<file path="config.mk">
export PLATFORM = sky130hd
export DESIGN_NAME = rc4_key_ram
export DESIGN_NICKNAME = d
export VERILOG_FILES = /design/src/design/rc4_pkg.sv /design/src/design/rc4_key_ram.sv
export SDC_FILE = /design/constraint.sdc
export NUM_CORES = 2
export LEC_CHECK = 0
export BUFFER_PORTS_ARGS = -buffer_cell sky130_fd_sc_hd__buf_2
export CAP_MARGIN = 10
export CORE_UTILIZATION = 40
export CTS_CLUSTER_SIZE = 28
export DETAILED_ROUTE_END_ITERATION = 8
export GPL_TIMING_DRIVEN = 0
export PLACE_DENSITY = 0.65
export SYNTH_ARGS = -nofsm -noshare
export SYNTH_HDL_FRONTEND = slang
export SYNTH_SLANG_ARGS = --single-unit
</file>
<file path="constraint.sdc">
create_clock -name clk_i -period 5.15 [get_ports clk_i]
set_input_delay 0.515 -clock clk_i [delete_from_list [all_inputs] [get_ports clk_i]]
set_output_delay 0.515 -clock clk_i [all_outputs]
set_load 0.01 [all_outputs]
</file>
<file path="src/design/rc4_pkg.sv">
`default_nettype none
package rc4_pkg;

  localparam int unsigned PermSize = 256;
  localparam int unsigned PermAw   = 8;

  localparam logic KIND_KEY  = 1'b0;
  localparam logic KIND_TEXT = 1'b1;

  typedef logic [PermAw-1:0] byte_t;

  typedef enum logic [2:0] {
    ST_IDLE,
    ST_TXT_J,
    ST_TXT_T,
    ST_KS_RD,
    ST_KS_ACC,
    ST_KS_WR
  } state_e;

  // one read and one write port on the permutation RAM, clr resets it to identity
  typedef struct packed {
    logic  re;
    byte_t raddr;
    logic  we;
    byte_t waddr;
    byte_t wdata;
    logic  clr;
  } perm_req_t;

endpackage
`default_nettype wire

</file>
<file path="src/design/rc4_key_ram.sv">
`default_nettype none
module rc4_key_ram #(
  parameter int unsigned DEPTH = 256,
  parameter int unsigned AW    = 8
) (
  input  logic           clk_i,
  input  logic           we_i,
  input  logic [AW-1:0]  waddr_i,
  input  rc4_pkg::byte_t wdata_i,
  input  logic           re_i,
  input  logic [AW-1:0]  raddr_i,
  output rc4_pkg::byte_t rdata_o
);
  import rc4_pkg::*;

  byte_t mem [DEPTH];
  byte_t rdata_q;

  always_ff @(posedge clk_i) begin
    if (we_i) begin
      mem[waddr_i] <= wdata_i;
    end
    if (re_i) begin
      rdata_q <= mem[raddr_i];
    end
  end

  assign rdata_o = rdata_q;

endmodule
`default_nettype wire

</file>
Word-level counts from Yosys, hierarchy flattened

Memory sizes are Yosys's and may differ from the RTL's. A register that Yosys moved wholly into a read port is not among the register bits.
Cells that the tools add are included.

Register bits after elaboration: 0
RAM bits: 2048
Input bits: 27
Memories: 1

Mux-type cells: 2

Memory list:

| memory | depth | bits a word | read ports | clocked after memory_dff | write ports | line              | RTL |
|---|---|---|---|---|---|---|---|
| mem    | 256   | 8           | 1          | 1                        | 1           | rc4_key_ram.sv:16 | `byte_t mem [DEPTH];` |

Operators by type and width:

| cell              | number |
|---|---|
| two-way mux 1 bit | 2 |

Logic depth before layout (Yosys ltp)

Word-level depth: 2
Depth in mapped cells: 11
Mapped depth without buffers: 6

Least setup slack after synthesis

Ideal clock, no wire load.

Kind: input-to-reg
Start point: input port raddr_i[0]
End point: register rdata_q[2] (netlist: rdata_o[2]), read port of mem, data pin
Library setup time: 269 ps
Data arrival time: 2322 ps
Path slack: 2559 ps
Cell stages on the path: 9
Path buffers: 4
Path through: buf_6 -> buf_12 -> buf_8 -> buf_2 -> mux4_2 -> a22oi_1 -> a21oi_1 -> nor4_1 -> nor4_2

RTL lines:

| item               | line              | RTL |
|---|---|---|
| start: declaration | rc4_key_ram.sv:11 | `input logic [AW-1:0] raddr_i,` |
| end: declaration   | rc4_key_ram.sv:17 | `byte_t rdata_q;` |

==> impl_metrics.tcl <==
set metrics [dict create \
    outcome "finished, violations left" \
    violations "capacitance limit, setup timing" \
    ys.flop_type "edfxtp_1" \
    fin_area_um2 90000 \
    worst-endpoint-arrival_ps 5670 \
    clockRootBuffer "clkbuf_16" \
    drtIter0Drc 6480 \
    design.die.area_um2 201000 \
    routed_wl_um 234000 \
    design.core.area_um2 198000 \
    grt_max_degree 171 \
    switching_share 0.223 \
    cp_max_fo 12 \
    cts_setup_buffers 0 \
    hold_violations 0 \
    skew_ps 39.9 \
    fmax_mhz 193 \
    ios 35 \
    crit_type "in2reg" \
    tritoncts "yes" \
    max_slew_margin 0.0205 \
    maxCapViolations 1 \
    cts_max_level 4 \
    holdWs_ps 94.3 \
    dieWidth_um 448 \
    synthCells 3733 \
    drt-pass1-iter-count 6 \
    ys_warn_count 0 \
    syn_area_um2 79600 \
    ys_top_cells_by_count "edfxtp_1, mux4_2, nor2_1, mux2i_1, a22oi_1" \
    cts_resized 0 \
    grt_pass1_vias 40140 \
    startpoint "raddr_i[4]" \
    crit_path_end_kind "flip-flop" \
    wl_per_cell_um 34.4 \
    track_usage 0.232 \
    initial_core_util 0.403 \
    synth.avg_cell_area_um2 21.3 \
    clk_path_buf_depth 3 \
    synth_cell_type_count 54 \
    num_vias 41200 \
    hold_path.startpoint "re_i" \
    finalCritPeriodShare 1.01 \
    drv_slew 0 \
    cp.required_ps 5630 \
    yosysMostFrequentCell "edfxtp_1" \
    synth_top_area_frac 0.775 \
    hold_path_class "in2reg" \
    drc 0 \
    power_frac_comb 0.056 \
    synth_nets 3760 \
    hold_buffers 0 \
    cts.clk_slew.worst_paths_ps 60 \
    synth_edf_count 2056 \
    antenna_found_initial 16 \
    dpl_cell_area_um2 83600 \
    grt_pass1_wl_um 319000 \
    cts.sink_count 2056 \
    rsz0062_at_grt "false" \
    io_buffers 27 \
    start_kind "primary input" \
    powerDensity_nw_per_um2 386 \
    die-height_um 448 \
    ys_seq_area_frac 0.775 \
    pwr-share-clk 0.412 \
    hpwl_um 156000 \
    viasPerCell 6.06 \
    nets 4016 \
    power.internal_mw 27.0 \
    worst_slew_pin_slew_ps 1430 \
    ys_ff_latch 2056 \
    finalWorstSetupSlack_ps -38.9 \
    clkLatencyLatePin_ps 850 \
    p_switching_mw 7.75 \
    numCtsBuffers 201 \
    rows 163 \
    drive_gt1_frac 0.221 \
    ant_nets 0 \
    synth_top_area_cell "edfxtp_1" \
    synth.top_cells.by_area "edfxtp_1, mux4_2, mux2i_1" \
    peakVddDrop_mv 0.385 \
    ys_async_sr_fraction 0 \
    setup_violations 1 \
    p_leak_nw 27.5 \
    pwr-share-seq 0.531 \
    area_growth_pct 13.1 \
    reg2reg_from "mem[208][5]" \
    gp_congestion 0.939 \
    grt-ovfl-total 0 \
    period_needed_ps 5190 \
]
worst paths after layout:
check / end / slack (ps) / cells past startpoint
max: rdata_o[4] / -40 / 9
max reg2reg: rdata_o[5] / 1460 / 6
min: rdata_o[5] / 90 / 1
min reg2reg: rdata_o[6] / 1240 / 5
worst max-delay path, cell delays in order:
cell and delay (ps):
buf_2 130, buf_4 310, clkbuf_1 830, clkbuf_1 1050
clkbuf_1 1030, a211oi_1 180, nor2_1 260, nor4_1 190
nor4_1 1110
flip-flops by register name, summed over array words and instances (netlist names):
| name | cells |
|---|---|
| rdata_o | 8 |
| mem | 2048 |
power groups by stage:
stage / logic (mW) / clock network (mW) / registers, mW
6_report: 1.95 / 14.3 / 18.5
5_1_grt: 1.98 / 15.0 / 18.5
4_1_cts: 1.91 / 14.4 / 18.5
3_5_place_dp: 1.91 / 0 / 18.8
3_3_place_gp: 1.84 / 0 / 18.9
2_1_floorplan: 0.896 / 0 / 18.8
layout make-up:
class,count,area [um^2]
clock buffers,238,5190
multi-input cells,1442,16500
repair buffers,53,672
flip-flops and latches,2056,61700
well taps,2640,3300
diodes,8,20.0
clock inverters,125,1180
plain buffers,233,1470
fillers,16303,108000
inverters,2,7.51
per-stage QoR:
| stage | setup slack (ps) | TNS, ps | power (mW) | instances | util |
|---|---|---|---|---|---|
| 2_1_floorplan | 2560 | 0 | 19.7 | 3733 | - |
| 3_3_place_gp | -824 | -3320 | 20.7 | 6400 | 0.420 |
| 3_5_place_dp | -829 | -1530 | 20.7 | 6420 | 0.423 |
| 4_1_cts | 73.8 | 0 | 34.8 | 6783 | 0.455 |
| 5_1_grt | 171 | 0 | 35.5 | 6792 | 0.456 |
| 6_report | -38.9 | -38.9 | 34.8 | 6797 | 0.456 |
placed cells by master, fill, tap and decap left out, drive strengths merged, types with 4 or more instances in the layout:
master,synthesis,layout
edfxtp,2056,2056
o211ai,10,10
buf,122,175
a221oi,14,14
nor4,27,27
clkinvlp,0,5
nand2,33,33
nor2b,31,31
o22ai,28,28
nand2b,8,8
nor2,282,282
clkinv,1,102
o221ai,47,47
a22oi,133,133
diode,0,8
or2,4,4
nand3,34,34
a22o,8,8
nor3,22,22
and2,6,6
a21oi,96,96
clkbuf,111,349
a2111oi,5,5
a211oi,16,16
mux2i,134,134
o21ai,12,12
mux4,456,456
o32ai,5,5
bufinv,0,15
o22a,5,5
inv,1,5
nand4,10,10
per-layer routing:
layer	global-route usage	vias up	routed length, um
li1	-	16218	-
met1	0.305	21698	86800
met2	0.349	2733	106000
met3	0.0675	543	27500
met4	0.123	8	13800
met5	0.00385	-	141
cell families after synthesis:
group	count (synthesis)	synth area share
AOI/OAI and AO/OA	385	0.0342
and+or+nand+nor	466	0.0263
muxes	591	0.146
DFF	2056	0.775
buffers and inverters	235	0.0183
Power figures use the tool's default switching activity.
