--- src/design/rc4_pkg.sv ---
`default_nettype none
package rc4_pkg;

  localparam int unsigned PermSize = 256;
  localparam int unsigned PermAw   = 8;

  localparam logic KIND_KEY  = 1'b0;
  localparam logic KIND_TEXT = 1'b1;

  typedef logic [PermAw-1:0] byte_t;

  typedef enum logic [2:0] {
    ST_IDLE,
    ST_TXT_J,
    ST_TXT_T,
    ST_KS_RD,
    ST_KS_ACC,
    ST_KS_WR
  } state_e;

  // one read and one write port on the permutation RAM, clr resets it to identity
  typedef struct packed {
    logic  re;
    byte_t raddr;
    logic  we;
    byte_t waddr;
    byte_t wdata;
    logic  clr;
  } perm_req_t;

endpackage
`default_nettype wire

--- src/design/rc4_perm_ram.sv ---
`default_nettype none
module rc4_perm_ram (
  input  logic              clk_i,
  input  logic              rst_ni,
  input  rc4_pkg::perm_req_t req_i,
  output rc4_pkg::byte_t    rdata_o
);
  import rc4_pkg::*;

  byte_t               mem [PermSize];
  logic [PermSize-1:0] vld_q;
  byte_t               mem_q;
  byte_t               byp_q;
  byte_t               ra_q;
  logic                byp_sel_q;
  logic                vld_sel_q;
  logic                wr_en;
  logic                hit;

  assign wr_en = req_i.we && !req_i.clr;
  assign hit   = wr_en && (req_i.waddr == req_i.raddr);

  always_ff @(posedge clk_i) begin
    if (wr_en) begin
      mem[req_i.waddr] <= req_i.wdata;
    end
  end

  always_ff @(posedge clk_i) begin
    if (req_i.re) begin
      mem_q <= mem[req_i.raddr];
      byp_q <= req_i.wdata;
      ra_q  <= req_i.raddr;
    end
  end

  // invalid entry reads as its own index
  always_ff @(posedge clk_i or negedge rst_ni) begin
    if (!rst_ni) begin
      vld_q     <= '0;
      byp_sel_q <= 1'b0;
      vld_sel_q <= 1'b0;
    end else begin
      if (req_i.clr) begin
        vld_q <= '0;
      end else if (req_i.we) begin
        vld_q[req_i.waddr] <= 1'b1;
      end
      if (req_i.re) begin
        byp_sel_q <= hit;
        vld_sel_q <= !req_i.clr && vld_q[req_i.raddr];
      end
    end
  end

  assign rdata_o = byp_sel_q ? byp_q : (vld_sel_q ? mem_q : ra_q);

endmodule
`default_nettype wire

--- config.mk ---
export PLATFORM = sky130hd
export DESIGN_NAME = rc4_perm_ram
export DESIGN_NICKNAME = d
export VERILOG_FILES = /design/src/design/rc4_pkg.sv /design/src/design/rc4_perm_ram.sv
export SDC_FILE = /design/constraint.sdc
export NUM_CORES = 2
export LEC_CHECK = 0
export BUFFER_PORTS_ARGS = -buffer_cell sky130_fd_sc_hd__clkbuf_2
export CELL_PAD_IN_SITES_DETAIL_PLACEMENT = 0
export CELL_PAD_IN_SITES_GLOBAL_PLACEMENT = 1
export CORE_MARGIN = 5
export CORE_UTILIZATION = 60
export CTS_BUF_LIST = sky130_fd_sc_hd__clkbuf_8
export CTS_CLUSTER_DIAMETER = 40
export DETAILED_ROUTE_END_ITERATION = 8
export PLACE_DENSITY_LB_ADDON = 0.1
export REMOVE_ABC_BUFFERS = 1
export SYNTH_ARGS = -nofsm -noshare
export SYNTH_HDL_FRONTEND = slang
export SYNTH_SLANG_ARGS = --single-unit
--- constraint.sdc ---
create_clock -name clk_i -period 5.65 [get_ports clk_i]
set_clock_uncertainty 0.05 [all_clocks]
set_input_delay 1.695 -clock clk_i [delete_from_list [all_inputs] [get_ports clk_i]]
set_output_delay 1.695 -clock clk_i [all_outputs]
set_load 0.005 [all_outputs]
# After elaboration in Yosys (flattened, before gate mapping)
# Memories as Yosys holds them, arrays and structs flattened. A register that Yosys moved wholly into a read port is not among the register bits.
# Cells that the tools add are included.
# word_totals
reg_bits	274
ramBits	2048
input_bits	29
wordCells	27
n_memories	1
# classes
order_cmp	3
eq_ne	1
muxes	10
n_bitwise	1
n_reduce_logical	6
# mem_list
name	words	word_bits	rd	rd_ports_with_merged_regs	wr	line	text
mem	256	8	1	1	1	rc4_perm_ram.sv:10	byte_t mem [PermSize];
# op_table
operator	count
256-bit 2-to-1 mux	2
256-bit OR	1
8-bit by 9-bit < comparator with 1-bit output (second input constant)	2
8-bit 2-to-1 mux	2
1-bit binary-select mux with 8-bit select	1
1-bit demux with 8-bit select	1
8-bit == test	1
8-bit by 1-bit >= comparator with 1-bit output (second input constant)	1
1-bit logical AND	4
1-bit 2-to-1 mux	4
2-bit nonzero test	1
1-bit logical NOT	1

# Longest topological paths before layout
# depth
ltp_word	7
depth_mapped	12
ltp_nobuf	7

# Least setup slack after synthesis
# Ideal clock, no wire load.
# synth_path
kind	input port to flip-flop
from	in req_i[18] in the netlist's numbering
to	reg mem_q[5], read port of mem (data pin)
arrival_ns	4.076
slack_ns	1.252
stages	7
cell_sequence	buf_6 clkbuf_1 mux4_2 mux4_2 a22oi_1 a21oi_1 or4_1
# synth_lines
element	line	text
start, declared	rc4_perm_ram.sv:5	input rc4_pkg::perm_req_t req_i,
end, declared	rc4_perm_ram.sv:12	byte_t mem_q;

# Worst setup path in the final report
# layout_path
from	reg vld_sel_q
to	out rdata_o[7]
# layout_via
elab_chain_cells	2
# layout_rtl
element	line	text
start, declared	rc4_perm_ram.sv:16	logic vld_sel_q;
start signal, assigned	rc4_perm_ram.sv:51	vld_sel_q <= !req_i.clr && vld_q[req_i.raddr];
8-bit 2-to-1 mux (2 in series)	rc4_perm_ram.sv:56	assign rdata_o = byp_sel_q ? byp_q : (vld_sel_q ? mem_q : ra_q);
end, declared	rc4_perm_ram.sv:6	output rc4_pkg::byte_t rdata_o
# Every way passes these cells.

==> impl_results.md <==
* CP Launch Type: flip-flop
* FF/Latch Area at approximately 0.069 mm²
* Layout area overhead at 13.01%
* CTS H-tree depth at 5
* Final WL at 224.8 mm
* Hold_buf cts at 0
* Sink Count at ~2300
* Root Driver: clkbuf_8
* Crit path max fanout at 9
* Area of the multi-input gates at 0.02030 mm²
* Initial antenna violation count at 8
* Final net count at ~5000
* Core box area at 0.1515 mm²
* Crit Reg-Reg Startpoint: mem[15][7]
* Utilization of the core after routing at 0.6802
* Mean Syn Cell Area at roughly 20 µm²
* GRT Resource Usage Total at 0.2873
* Initial Util at 0.6019
* Pleak at 33.88 nW
* CP Capture Type: output pin
* Crit Path Class: flip-flop to output pin
* Slowest CP cell: o21ai_0
* Clk_lat worst skew at 1.06 ns
* First-pass GRT wire length at 328.3 mm
* CTS Buf Count at 387
* WHS Endpoint: vld_q[150]
* Seq cells post-synth at 2330
* Synth warn at 0
* Ys flop type: edfxtp_1
* Power per cell area at 336.5 mW/mm²
* Syn Std Cell Area at approximately 0.091 mm²
* Setup WS pre-CTS at 0.09968 ns
* DR WL/cell at 31.26 µm
* Overall Power at 34.69 mW
* Int Pwr at approximately 27 mW
* Die height at ~400 µm
* Overflow after GRT at 0
* Layout filler cell count at 9714
* RSZ-0062 raised after global routing: no
* Switching part of the total at 0.2194
* Least-Margin Pin Slew at 1.242 ns
* Reg2reg end: mem_q[7]
* Outcome: finished clean
* Clock transition at path regs at 0.05 ns
* CTS tree: done
* WP data required at ~4 ns
* Area contributors post-synth: edfxtp_1 (68%), mux4_2 (17%), dfrtp_1 (7.1%)
* Post_cts resized at 0
* GPL Wtd Cong at 0.8275
* Sequential fraction of the synthesis area at 0.7528
* Dpl cell area at 0.09581 mm²
* Maximum clock rate at 217.2 MHz
* Drt drc at 0
* Vias in the first global route at 46928
* Row count at 143
* Clock power frac at 0.406
* Top delay family on crit path: compound AO/OA/AOI/OAI gates
* Seq pwr share at 0.543
* Dpl hpwl at roughly 140 mm
* Final worst slack at approximately 1.0 ns
* Die ar. at roughly 0.16 mm²
* Layout cell share with drive strength beyond 1 at 0.3021
* Die Span X at 399.9 µm
* Final TNS setup at 0 ns
* Distinct cells, synth at 46
* Period minus WS final at 4.604 ns
* Worst Reg2Reg Path Length in Cells at 5
* Hold_sp: vld_q[150]
* Post-synth top area cell: edfxtp_1
* Rel. slew slack at 0.1718
* Final setup violation count at 0
* Number of max-cap violations at 0
* Final slew viol count at 0
* Hold WC Path Type: flip-flop to flip-flop
* Largest net degree at the start of global routing at 133
* Synthesized instance count at 4441
* IO buf count at 36
* EDFF count, synth at 2072
* Sw Pwr at 7.612 mW
* Worst EP arrival at ~2.9 ns
* Hold Violations, Final at 0
* Hold Path Stages at 2
* Post-CTS Setup Inserts at 0
* Routed vias/inst at 6.432
* Combinational power share at 0.051
* Via count at 46255
* Cell Chain, Critical Path: mux2i_1 > o21ai_0 > clkbuf_2
* Post-DRT Antenna Nets at 0
* Share of flip-flops with an asynchronous set or reset at 0.1107
* Biggest cell delay along the critical path at around 0.7 ns
* Period utilization at 0.8148
* Setup slack, reg-to-reg at 2.44 ns
* Final Cell Area at 0.1031 mm²
* Worst VDD drop at around 0.00024 V
* CP Buf/Inv Count at 1
* Clock Tree Buf Depth at 4
* IO Pins at 37
* Pre-antenna DRT Iters at 6
* First DRT Iteration DRCs at between 5000 and 6000
* Yosys top cell area share at 0.6821
tightest hold or removal path, stage by stage (launching register included):
cell and delay, ns:
dfrtp_1 0.37, inv_1 0.05, o22ai_1 0.06
cells by family (layout without fill, tap and decap cells):
group / Yosys count / after routing / synth area share
AOI/OAI and AO/OA: 420 / 420 / 0.02979
buffers and inverters: 583 / 1300 / 0.02540
and+or+nand+nor: 375 / 375 / 0.01687
xor gates and xnor gates: 8 / 8 / 0.0007681
muxes: 725 / 725 / 0.1743
other: 0 / 3 / 0
DFF: 2330 / 2330 / 0.7528
flip-flops by register name (all words and copies together), names as in the netlist:
name       count
byp_sel_q      1
mem_q          8
vld_q        256
byp_q          8
ra_q           8
mem         2048
vld_sel_q      1
metal layers:
metal	global-route usage	wire [µm]
met5	0	39
met4	0.08227	5739
met2	0.4362	106900
met3	0.06647	21670
met1	0.4302	90450
cells in the final DEF (no fill, tap or decap), types with 3 or more instances in the layout:
cell type / count
xor2_1: 3
o211ai_1: 4
mux4_2: 691
a211oi_1: 7
or4_1: 8
dfrtp_1: 258
clkbuf_2: 23
nor2b_1: 12
nand2_1: 30
nand3_1: 11
nand2_2: 12
buf_8: 3
clkinvlp_4: 10
buf_12: 45
clkinv_1: 80
clkbuf_8: 413
o221ai_1: 9
nand3_2: 4
o22ai_1: 259
a22oi_1: 70
xnor2_1: 5
inv_1: 374
diode_2: 3
bufinv_16: 22
a31oi_1: 4
edfxtp_1: 2072
o21ai_0: 12
nor2_1: 276
clkinv_2: 46
nor3_1: 3
mux2i_1: 34
buf_4: 280
nand4_1: 4
a21oi_1: 42
area by class of cell:
class	count	share of cell area
Tap cell	2030	0.02464
Antenna cell	3	0.00007282
Inverter	263	0.009649
Sequential cell	2330	0.6662
Multi-Input combinational cell	1528	0.1970
Clock inverter	272	0.01656
Timing Repair Buffer	361	0.03199
Clock buffer	404	0.05394
power groups by stage:
stage | registers, mW | clock network (mW) | logic (mW)
2_1_floorplan | 19.2 | 0 | 0.693
3_5_place_dp | 19.2 | 0 | 1.78
4_1_cts | 18.8 | 14.3 | 1.78
6_report | 18.8 | 14.1 | 1.77
5_1_grt | 18.8 | 15.2 | 1.86
3_3_place_gp | 19.2 | 0 | 1.76
how the worst max path moves through the flow:
stage | startpoint | endpoint | depth (start not counted) | slack, ns
after floorplan | req_i[22] | mem_q[0] | 5 | -0.17
after global placement | req_i[18] | mem_q[1] | 8 | 0.09
after detailed placement | req_i[18] | mem_q[1] | 8 | 0.1
after CTS | vld_sel_q | rdata_o[5] | 3 | 0.99
after global routing | req_i[18] | mem_q[1] | 8 | 1.07
final | vld_sel_q | rdata_o[7] | 3 | 1.05
through the flow:
step | hold WS (ns) | std cells
2_1_floorplan | 0.4493 | 4121
3_3_place_gp | 0.4607 | 6512
3_5_place_dp | 0.4643 | 6512
4_1_cts | 0.4737 | 7188
5_1_grt | 0.4902 | 7189
6_report | 0.4739 | 7191
cell usage after synthesis, drive strengths merged, types with 34 or more instances:
cell type / instances
a22oi: 70
mux2i: 34
clkbuf: 196
nor2: 278
inv: 262
o22ai: 259
edfxtp: 2072
buf: 124
a21oi: 42
dfrtp: 258
mux4: 691
nand2: 42
Power figures use the tool's default switching activity.
