### src/design/rc4_pkg.sv
`default_nettype none
package rc4_pkg;

  localparam int unsigned PermSize = 256;
  localparam int unsigned PermAw   = 8;

  localparam logic KIND_KEY  = 1'b0;
  localparam logic KIND_TEXT = 1'b1;

  typedef logic [PermAw-1:0] byte_t;

  typedef enum logic [2:0] {
    ST_IDLE,
    ST_TXT_J,
    ST_TXT_T,
    ST_KS_RD,
    ST_KS_ACC,
    ST_KS_WR
  } state_e;

  // one read and one write port on the permutation RAM, clr resets it to identity
  typedef struct packed {
    logic  re;
    byte_t raddr;
    logic  we;
    byte_t waddr;
    byte_t wdata;
    logic  clr;
  } perm_req_t;

endpackage
`default_nettype wire

### src/design/rc4_seq.sv
`default_nettype none
module rc4_seq #(
  parameter int unsigned KEY_MAX_BYTES = 256,
  parameter int unsigned KEY_AW        = 8,
  parameter int unsigned KEY_CW        = 9
) (
  input  logic               clk_i,
  input  logic               rst_ni,
  input  logic               s_valid_i,
  output logic               s_ready_o,
  input  logic               s_kind_i,
  input  rc4_pkg::byte_t     s_byte_i,
  input  logic               s_last_i,
  output logic               m_valid_o,
  input  logic               m_ready_i,
  output rc4_pkg::byte_t     m_byte_o,
  output logic               m_last_o,
  output rc4_pkg::perm_req_t perm_req_o,
  input  rc4_pkg::byte_t     perm_rdata_i,
  output logic               key_we_o,
  output logic [KEY_AW-1:0]  key_waddr_o,
  output logic               key_re_o,
  output logic [KEY_AW-1:0]  key_raddr_o,
  input  rc4_pkg::byte_t     key_rdata_i
);
  import rc4_pkg::*;

  state_e            state_q, state_d;
  byte_t             i_q, i_d;
  byte_t             j_q, j_d;
  byte_t             si_q, si_d;
  byte_t             byte_q, byte_d;
  logic              last_q, last_d;
  logic              res_pend_q, res_pend_d;
  logic              ks_fwd_q, ks_fwd_d;
  byte_t             ksv_q, ksv_d;
  byte_t             k_q, k_d;
  byte_t             acc_q, acc_d;
  logic [KEY_AW-1:0] kidx_q, kidx_d;
  byte_t             sk_q, sk_d;
  logic [KEY_CW-1:0] kcnt_q, kcnt_d;
  logic              pend_v_q, pend_v_d;
  byte_t             pend_a_q, pend_a_d;
  byte_t             pend_w_q, pend_w_d;
  logic              m_valid_q, m_valid_d;
  byte_t             m_byte_q, m_byte_d;
  logic              m_last_q, m_last_d;

  logic              out_free;
  logic              accept;
  byte_t             ks;
  byte_t             t_idx;
  byte_t             jn;
  byte_t             accn;
  logic [KEY_CW-1:0] key_len;

  assign out_free = !m_valid_q || m_ready_i;
  assign s_ready_o = (state_q == ST_IDLE) && (!res_pend_q || out_free);
  assign accept   = s_valid_i && s_ready_o;
  assign ks       = ks_fwd_q ? ksv_q : perm_rdata_i;
  assign t_idx    = si_q + perm_rdata_i;
  assign jn       = j_q + perm_rdata_i;
  assign accn     = acc_q + perm_rdata_i + key_rdata_i;
  assign key_len  = (kcnt_q == '0) ? KEY_CW'(1) : kcnt_q;

  always_comb begin
    state_d = state_q;
    case (state_q)
      ST_IDLE: begin
        if (accept) begin
          if (s_kind_i == KIND_TEXT) begin
            state_d = ST_TXT_J;
          end else if (s_last_i) begin
            state_d = ST_KS_RD;
          end
        end
      end
      ST_TXT_J:  state_d = ST_TXT_T;
      ST_TXT_T:  state_d = ST_IDLE;
      ST_KS_RD:  state_d = ST_KS_ACC;
      ST_KS_ACC: state_d = ST_KS_WR;
      ST_KS_WR: begin
        state_d = (k_q == '1) ? ST_IDLE : ST_KS_RD;
      end
      default:   state_d = ST_IDLE;
    endcase
  end

  always_comb begin
    i_d        = i_q;
    j_d        = j_q;
    si_d       = si_q;
    byte_d     = byte_q;
    last_d     = last_q;
    res_pend_d = res_pend_q;
    ks_fwd_d   = ks_fwd_q;
    ksv_d      = ksv_q;
    k_d        = k_q;
    acc_d      = acc_q;
    kidx_d     = kidx_q;
    sk_d       = sk_q;
    kcnt_d     = kcnt_q;
    pend_v_d   = pend_v_q;
    pend_a_d   = pend_a_q;
    pend_w_d   = pend_w_q;
    m_valid_d  = m_valid_q && !m_ready_i;
    m_byte_d   = m_byte_q;
    m_last_d   = m_last_q;
    perm_req_o = '0;
    key_we_o   = 1'b0;
    key_waddr_o = kcnt_q[KEY_AW-1:0];
    key_re_o   = 1'b0;
    key_raddr_o = kidx_q;

    case (state_q)
      ST_IDLE: begin
        if (pend_v_q) begin
          perm_req_o.we    = 1'b1;
          perm_req_o.waddr = pend_a_q;
          perm_req_o.wdata = pend_w_q;
          pend_v_d         = 1'b0;
        end
        if (res_pend_q && out_free) begin
          m_valid_d  = 1'b1;
          m_byte_d   = byte_q ^ ks;
          m_last_d   = last_q;
          res_pend_d = 1'b0;
        end
        if (accept) begin
          if (s_kind_i == KIND_TEXT) begin
            i_d              = i_q + 8'd1;
            perm_req_o.re    = 1'b1;
            perm_req_o.raddr = i_q + 8'd1;
            byte_d           = s_byte_i;
            last_d           = s_last_i;
          end else begin
            if (kcnt_q < KEY_CW'(KEY_MAX_BYTES)) begin
              key_we_o = 1'b1;
              kcnt_d   = kcnt_q + KEY_CW'(1);
            end
            if (s_last_i) begin
              perm_req_o.clr = 1'b1;
              k_d            = '0;
              acc_d          = '0;
              kidx_d         = '0;
            end
          end
        end
      end
      ST_TXT_J: begin
        si_d             = perm_rdata_i;
        j_d              = jn;
        perm_req_o.re    = 1'b1;
        perm_req_o.raddr = jn;
      end
      ST_TXT_T: begin
        // S[i] <- S[j] now, S[j] <- S[i] next cycle; S[t] forwarded if it hits either
        perm_req_o.we    = 1'b1;
        perm_req_o.waddr = i_q;
        perm_req_o.wdata = perm_rdata_i;
        pend_v_d         = 1'b1;
        pend_a_d         = j_q;
        pend_w_d         = si_q;
        perm_req_o.re    = 1'b1;
        perm_req_o.raddr = t_idx;
        ks_fwd_d         = (t_idx == i_q) || (t_idx == j_q);
        ksv_d            = (t_idx == i_q) ? perm_rdata_i : si_q;
        res_pend_d       = 1'b1;
      end
      ST_KS_RD: begin
        if (pend_v_q) begin
          perm_req_o.we    = 1'b1;
          perm_req_o.waddr = pend_a_q;
          perm_req_o.wdata = pend_w_q;
          pend_v_d         = 1'b0;
        end
        key_re_o         = 1'b1;
        perm_req_o.re    = 1'b1;
        perm_req_o.raddr = k_q;
      end
      ST_KS_ACC: begin
        sk_d             = perm_rdata_i;
        acc_d            = accn;
        perm_req_o.re    = 1'b1;
        perm_req_o.raddr = accn;
        if ((KEY_CW'(kidx_q) + KEY_CW'(1)) == key_len) begin
          kidx_d = '0;
        end else begin
          kidx_d = kidx_q + KEY_AW'(1);
        end
      end
      ST_KS_WR: begin
        perm_req_o.we    = 1'b1;
        perm_req_o.waddr = k_q;
        perm_req_o.wdata = perm_rdata_i;
        pend_v_d         = 1'b1;
        pend_a_d         = acc_q;
        pend_w_d         = sk_q;
        k_d              = k_q + 8'd1;
        if (k_q == '1) begin
          i_d    = '0;
          j_d    = '0;
          kcnt_d = '0;
        end
      end
      default: begin
      end
    endcase
  end

  always_ff @(posedge clk_i or negedge rst_ni) begin
    if (!rst_ni) begin
      state_q    <= ST_IDLE;
      i_q        <= '0;
      j_q        <= '0;
      res_pend_q <= 1'b0;
      kcnt_q     <= '0;
      pend_v_q   <= 1'b0;
      m_valid_q  <= 1'b0;
    end else begin
      state_q    <= state_d;
      i_q        <= i_d;
      j_q        <= j_d;
      res_pend_q <= res_pend_d;
      kcnt_q     <= kcnt_d;
      pend_v_q   <= pend_v_d;
      m_valid_q  <= m_valid_d;
    end
  end

  always_ff @(posedge clk_i) begin
    si_q     <= si_d;
    byte_q   <= byte_d;
    last_q   <= last_d;
    ks_fwd_q <= ks_fwd_d;
    ksv_q    <= ksv_d;
    k_q      <= k_d;
    acc_q    <= acc_d;
    kidx_q   <= kidx_d;
    sk_q     <= sk_d;
    pend_a_q <= pend_a_d;
    pend_w_q <= pend_w_d;
    m_byte_q <= m_byte_d;
    m_last_q <= m_last_d;
  end

  assign m_valid_o = m_valid_q;
  assign m_byte_o  = m_byte_q;
  assign m_last_o  = m_last_q;

endmodule
`default_nettype wire

### config.mk
export PLATFORM = sky130hd
export DESIGN_NAME = rc4_seq
export DESIGN_NICKNAME = d
export VERILOG_FILES = /design/src/design/rc4_pkg.sv /design/src/design/rc4_seq.sv
export SDC_FILE = /design/constraint.sdc
export NUM_CORES = 1
export LEC_CHECK = 0
export BUFFER_PORTS_ARGS = -buffer_cell sky130_fd_sc_hd__buf_2
export CAP_MARGIN = 20
export CORE_UTILIZATION = 35
export DETAILED_ROUTE_END_ITERATION = 8
export PLACE_DENSITY = 0.55
export SLEW_MARGIN = 40
export SYNTH_ARGS = -nofsm -noshare
export SYNTH_HDL_FRONTEND = slang
export SYNTH_SLANG_ARGS = --single-unit
### constraint.sdc
create_clock -name clk_i -period 3.18 [get_ports clk_i]
set_input_delay 0.318 -clock clk_i [delete_from_list [all_inputs] [get_ports clk_i]]
set_output_delay 0.318 -clock clk_i [all_outputs]
set_load 0.01 [all_outputs]
# After elaboration in Yosys (flattened, before gate mapping)
# Cells that the tools add are included.
# totals
regBits	114
word_cells	123
out_inout_bits	56
input_bits	30
# op_classes
n_lt_le_gt_ge	1
eq_ne	17
bitwise_logic	1
mux	46
reduce_logical	29
addsub	9
# op_table
cell	n
8-bit one-hot mux with 2 select lines	7
8-bit two-way mux	9
9-bit two-way mux	7
17-bit one-hot mux with 3 select lines	1
9-bit one-hot mux with 5 select lines	1
8-bit adder	4
8-bit by 1-bit adder with 8-bit output, second input constant	3
9-bit one-hot mux with 2 select lines	1
17-bit two-way mux	1
8-bit == test	2
3-bit one-hot mux with 5 select lines	1
1-bit two-way mux	12
4-bit AND reduction	3
2-bit nonzero test	6
2-bit inequality test, second input constant	5
8-bit by 1-bit adder with 9-bit output, second input constant	1
9-bit by 1-bit adder with 9-bit output, second input constant	1
9-bit == test	1
9-bit zero test	1
9-bit less-than comparator, second input constant	1
3-bit two-way mux	3
8-bit == test, second input constant	1
2-bit AND reduction	4
8-bit XOR	1
14 further kinds	26

# Depth between registers and ports, before layout
# logic_depth
ltp_word	7
ltp_mapped	13
depth_no_buf	13

# Least setup slack after synthesis
# No wires, ideal clock.
# synth_timing
kind	register -> output
start	register acc_q[1]
end	output perm_req_o[25] (netlist bit)
path_stages_with_launch	12
required_ns	2.862
arrival_ns	2.718
path_buffers	0
path_slack_ns	0.144
cell_sequence	edfxtp_1 fa_1 ha_1 inv_1 fa_1 inv_1 a21o_1 a21oi_1 o21ai_0 xnor2_1 nor2_1 or4b_2
# synth_rtl
element	line	rtl
start, declared	rc4_seq.sv:38	byte_t acc_q, acc_d;
start signal, assigned	rc4_seq.sv:238	acc_q <= acc_d;
end, declared	rc4_seq.sv:18	output rc4_pkg::perm_req_t perm_req_o,

==> results_dict.tcl <==
set metrics [dict create \
    status "finished, violations left" \
    hold_viol 0 \
    cap_violations 0 \
    criticalPathCategory "register to output pin" \
    drtIter0Drc 467 \
    cp.required_ns 2.86 \
    hold_path.class "input port to register" \
    crit_path_end_kind "output pin" \
    yosysTopAreaCell "edfxtp_1" \
    cts_sinks 114 \
    boundaryPins 86 \
    synthDistinctLibCells 60 \
    ys_async_sr_fraction 0.2719 \
    grt_pass1_vias 5445 \
    rsz0062_at_grt "true" \
    synth.net_count 731 \
    final_util 0.4460 \
    synth-warning-count 0 \
    fp-row-count 50 \
    swShare 0.3818 \
    clk-insertion-delay-late_ns 0.42 \
    syn_area_um2 6898 \
    cts_buffers 17 \
    synth.yosys.seq_area_share 0.4738 \
    cts-root-buf "clkbuf_16" \
    dieArea_um2 20270 \
    die_width_um 142.4 \
    regMostFlops "kcnt_q" \
    p_per_area_nw_per_um2 919.1 \
    internal_power_mw 4.820 \
    core-area_um2 19020 \
    start_kind "register" \
    route.vias.total 5566 \
    power_frac_comb 0.430 \
    grt_max_degree 32 \
    cp.arrival_ns 3.14 \
    dp_slack_ns -0.2329 \
    post_synth.cell_area_avg_um2 10.36 \
    largest_reg_flops 9 \
    antenna_found_initial 0 \
    final_cells 1051 \
    grt_overflow 0 \
    slew_violations 0 \
    power_frac_seq 0.319 \
    drc 0 \
    yosys_most_used_dff "edfxtp_1" \
    setup_viol 3 \
    max_freq_mhz 289.5 \
    diodes 0 \
    setup_ws_ns -0.2743 \
    post-route-min-period_ns 3.454 \
    n_fill_cell 1819 \
    cts_tree "yes" \
    synth_edf_count 83 \
    cp_max_fo 2 \
    period_share 1.086 \
    synth.most_common_cell "nand2_1" \
    vdd_drop_max_uv 381.7 \
    path_clk_slew_ns 0.05 \
    grt_pass1_wl_um 30980 \
    p_leak_nw 3.646 \
    yosys-top-cells-count "nand2_1, edfxtp_1, nor2_1" \
    wl_per_cell_um 18.79 \
    drive_above_1_share 0.2389 \
    ys_ff_latch 114 \
    skew_ns 0.007143 \
    die_height_um 142.4 \
    cts_buffer_depth 2 \
    drt_first_pass_iters 5 \
    viasPerCell 5.296 \
    synthTopCellsByArea "edfxtp_1, dfrtp_1, xnor2_1" \
    clockPowerShare 0.251 \
    gp_congestion 0.8804 \
    syn_inst 666 \
    violations "negative setup slack" \
    tightest_slew_ns 0.7009 \
    dp_hpwl_um 15010 \
    h-tree-depth 4 \
    relSlewSlack 0.5327 \
    hold_slack_ns 0.07955 \
    drt_wl_total_um 19750 \
    p_switching_mw 2.976 \
    grtUsageTotal 0.2052 \
    num-nets-final 844 \
    start_util 0.3627 \
    place_inst 1016 \
    synth_top_cell_area_share 0.3613 \
    antenna_left 0 \
    io_buffers 85 \
    area_growth_pct 22.96 \
]
routing by layer:
| metal | wire length (um) | GRT usage | vias to the layer above |
|---|---|---|---|
| li1 | - | - | 2607 |
| met1 | 9208 | 0.2819 | 2732 |
| met2 | 8993 | 0.3189 | 198 |
| met3 | 1136 | 0.04105 | 29 |
| met4 | 412 | 0.07527 | 0 |
| met5 | 0 | 0 | - |
cell families after synthesis:
family / share of synthesized area
muxes: 0.03483
DFF: 0.4738
adders and majority gates: 0.07437
AOI/OAI and AO/OA: 0.1288
and+or+nand+nor: 0.1582
buffers and inverters: 0.04118
xor gates and xnor gates: 0.08888
repair_timing:
action / in CTS / in global routing
cloned: 0 / 0
setup buffers: 0 / 3
hold buffers: 1 / 0
resized for setup: 7 / 8
pin swaps: 5 / 0
endpoints found under the setup margin: 3 / 7
endpoints found under the hold margin: 10 / 0
worst max-delay path, cell delays in order, from the launching register on:
cell and delay (ns):
edfxtp_1 0.41, fa_1 0.51, ha_2 0.19, inv_2 0.04
fa_2 0.34, inv_2 0.05, a21o_1 0.12, a21oi_2 0.06
o21ai_1 0.15, xnor2_1 0.13, nor2_1 0.07, or4b_4 0.51
buf_6 0.14
worst paths after layout:
kind / from / endpoint / slack, ns / cells after the start
worst max-delay path: acc_q[1] / perm_req_o[25] / -0.27 / 12
worst min-delay path: s_byte_i[4] / byte_q[4] / 0.08 / 1
worst max register to register: si_q[3] / ksv_q[5] / 0.19 / 9
worst min register to register: last_q / m_last_o / 0.44 / 0
max in group asynchronous: rst_ni / j_q[3] / 2.46 / 2
min in group asynchronous: rst_ni / kcnt_q[2] / 0.39 / 2
cells in the final DEF (no fill, tap or decap), drive strengths merged, types with 12 or more instances in the layout:
cell type,instances
o21ai,24
mux2i,12
clkbuf,17
nand2,86
buf,130
nor3,13
dfrtp,31
nand3,19
xnor2,46
inv,30
ha,25
edfxtp,83
nor2,66
a21oi,27
xor2,24
per-stage QoR:
stage / area (um^2) / TNS [ns] / total power [mW]
floorplan: 6898 / 0 / 4.553
global placement: 7792 / -0.1698 / 5.699
detailed placement: 7792 / -0.2329 / 5.746
CTS: 8417 / -0.7022 / 7.759
global route: 8482 / -0.8928 / 8.266
finish: 8482 / -0.4775 / 7.796
power groups by stage:
stage,Clock (mW),Sequential [mW],Combinational [mW]
2_1_floorplan,0,2.38,2.17
3_3_place_gp,0,2.49,3.21
3_5_place_dp,0,2.50,3.24
4_1_cts,1.98,2.48,3.30
5_1_grt,2.04,2.54,3.69
6_report,1.95,2.49,3.35
area by class of cell:
class / instances / area [um^2] / share of cell area
sequential: 114 / 3268 / 0.3853
tap: 260 / 325.3 / 0.03835
clock inverter: 14 / 170.2 / 0.02006
inverter: 30 / 112.6 / 0.01328
timing repair buffer: 131 / 782.0 / 0.09220
multi-input combinational: 485 / 3398 / 0.4006
clock buffer: 17 / 425.4 / 0.05015
Power figures use the tool's default switching activity.
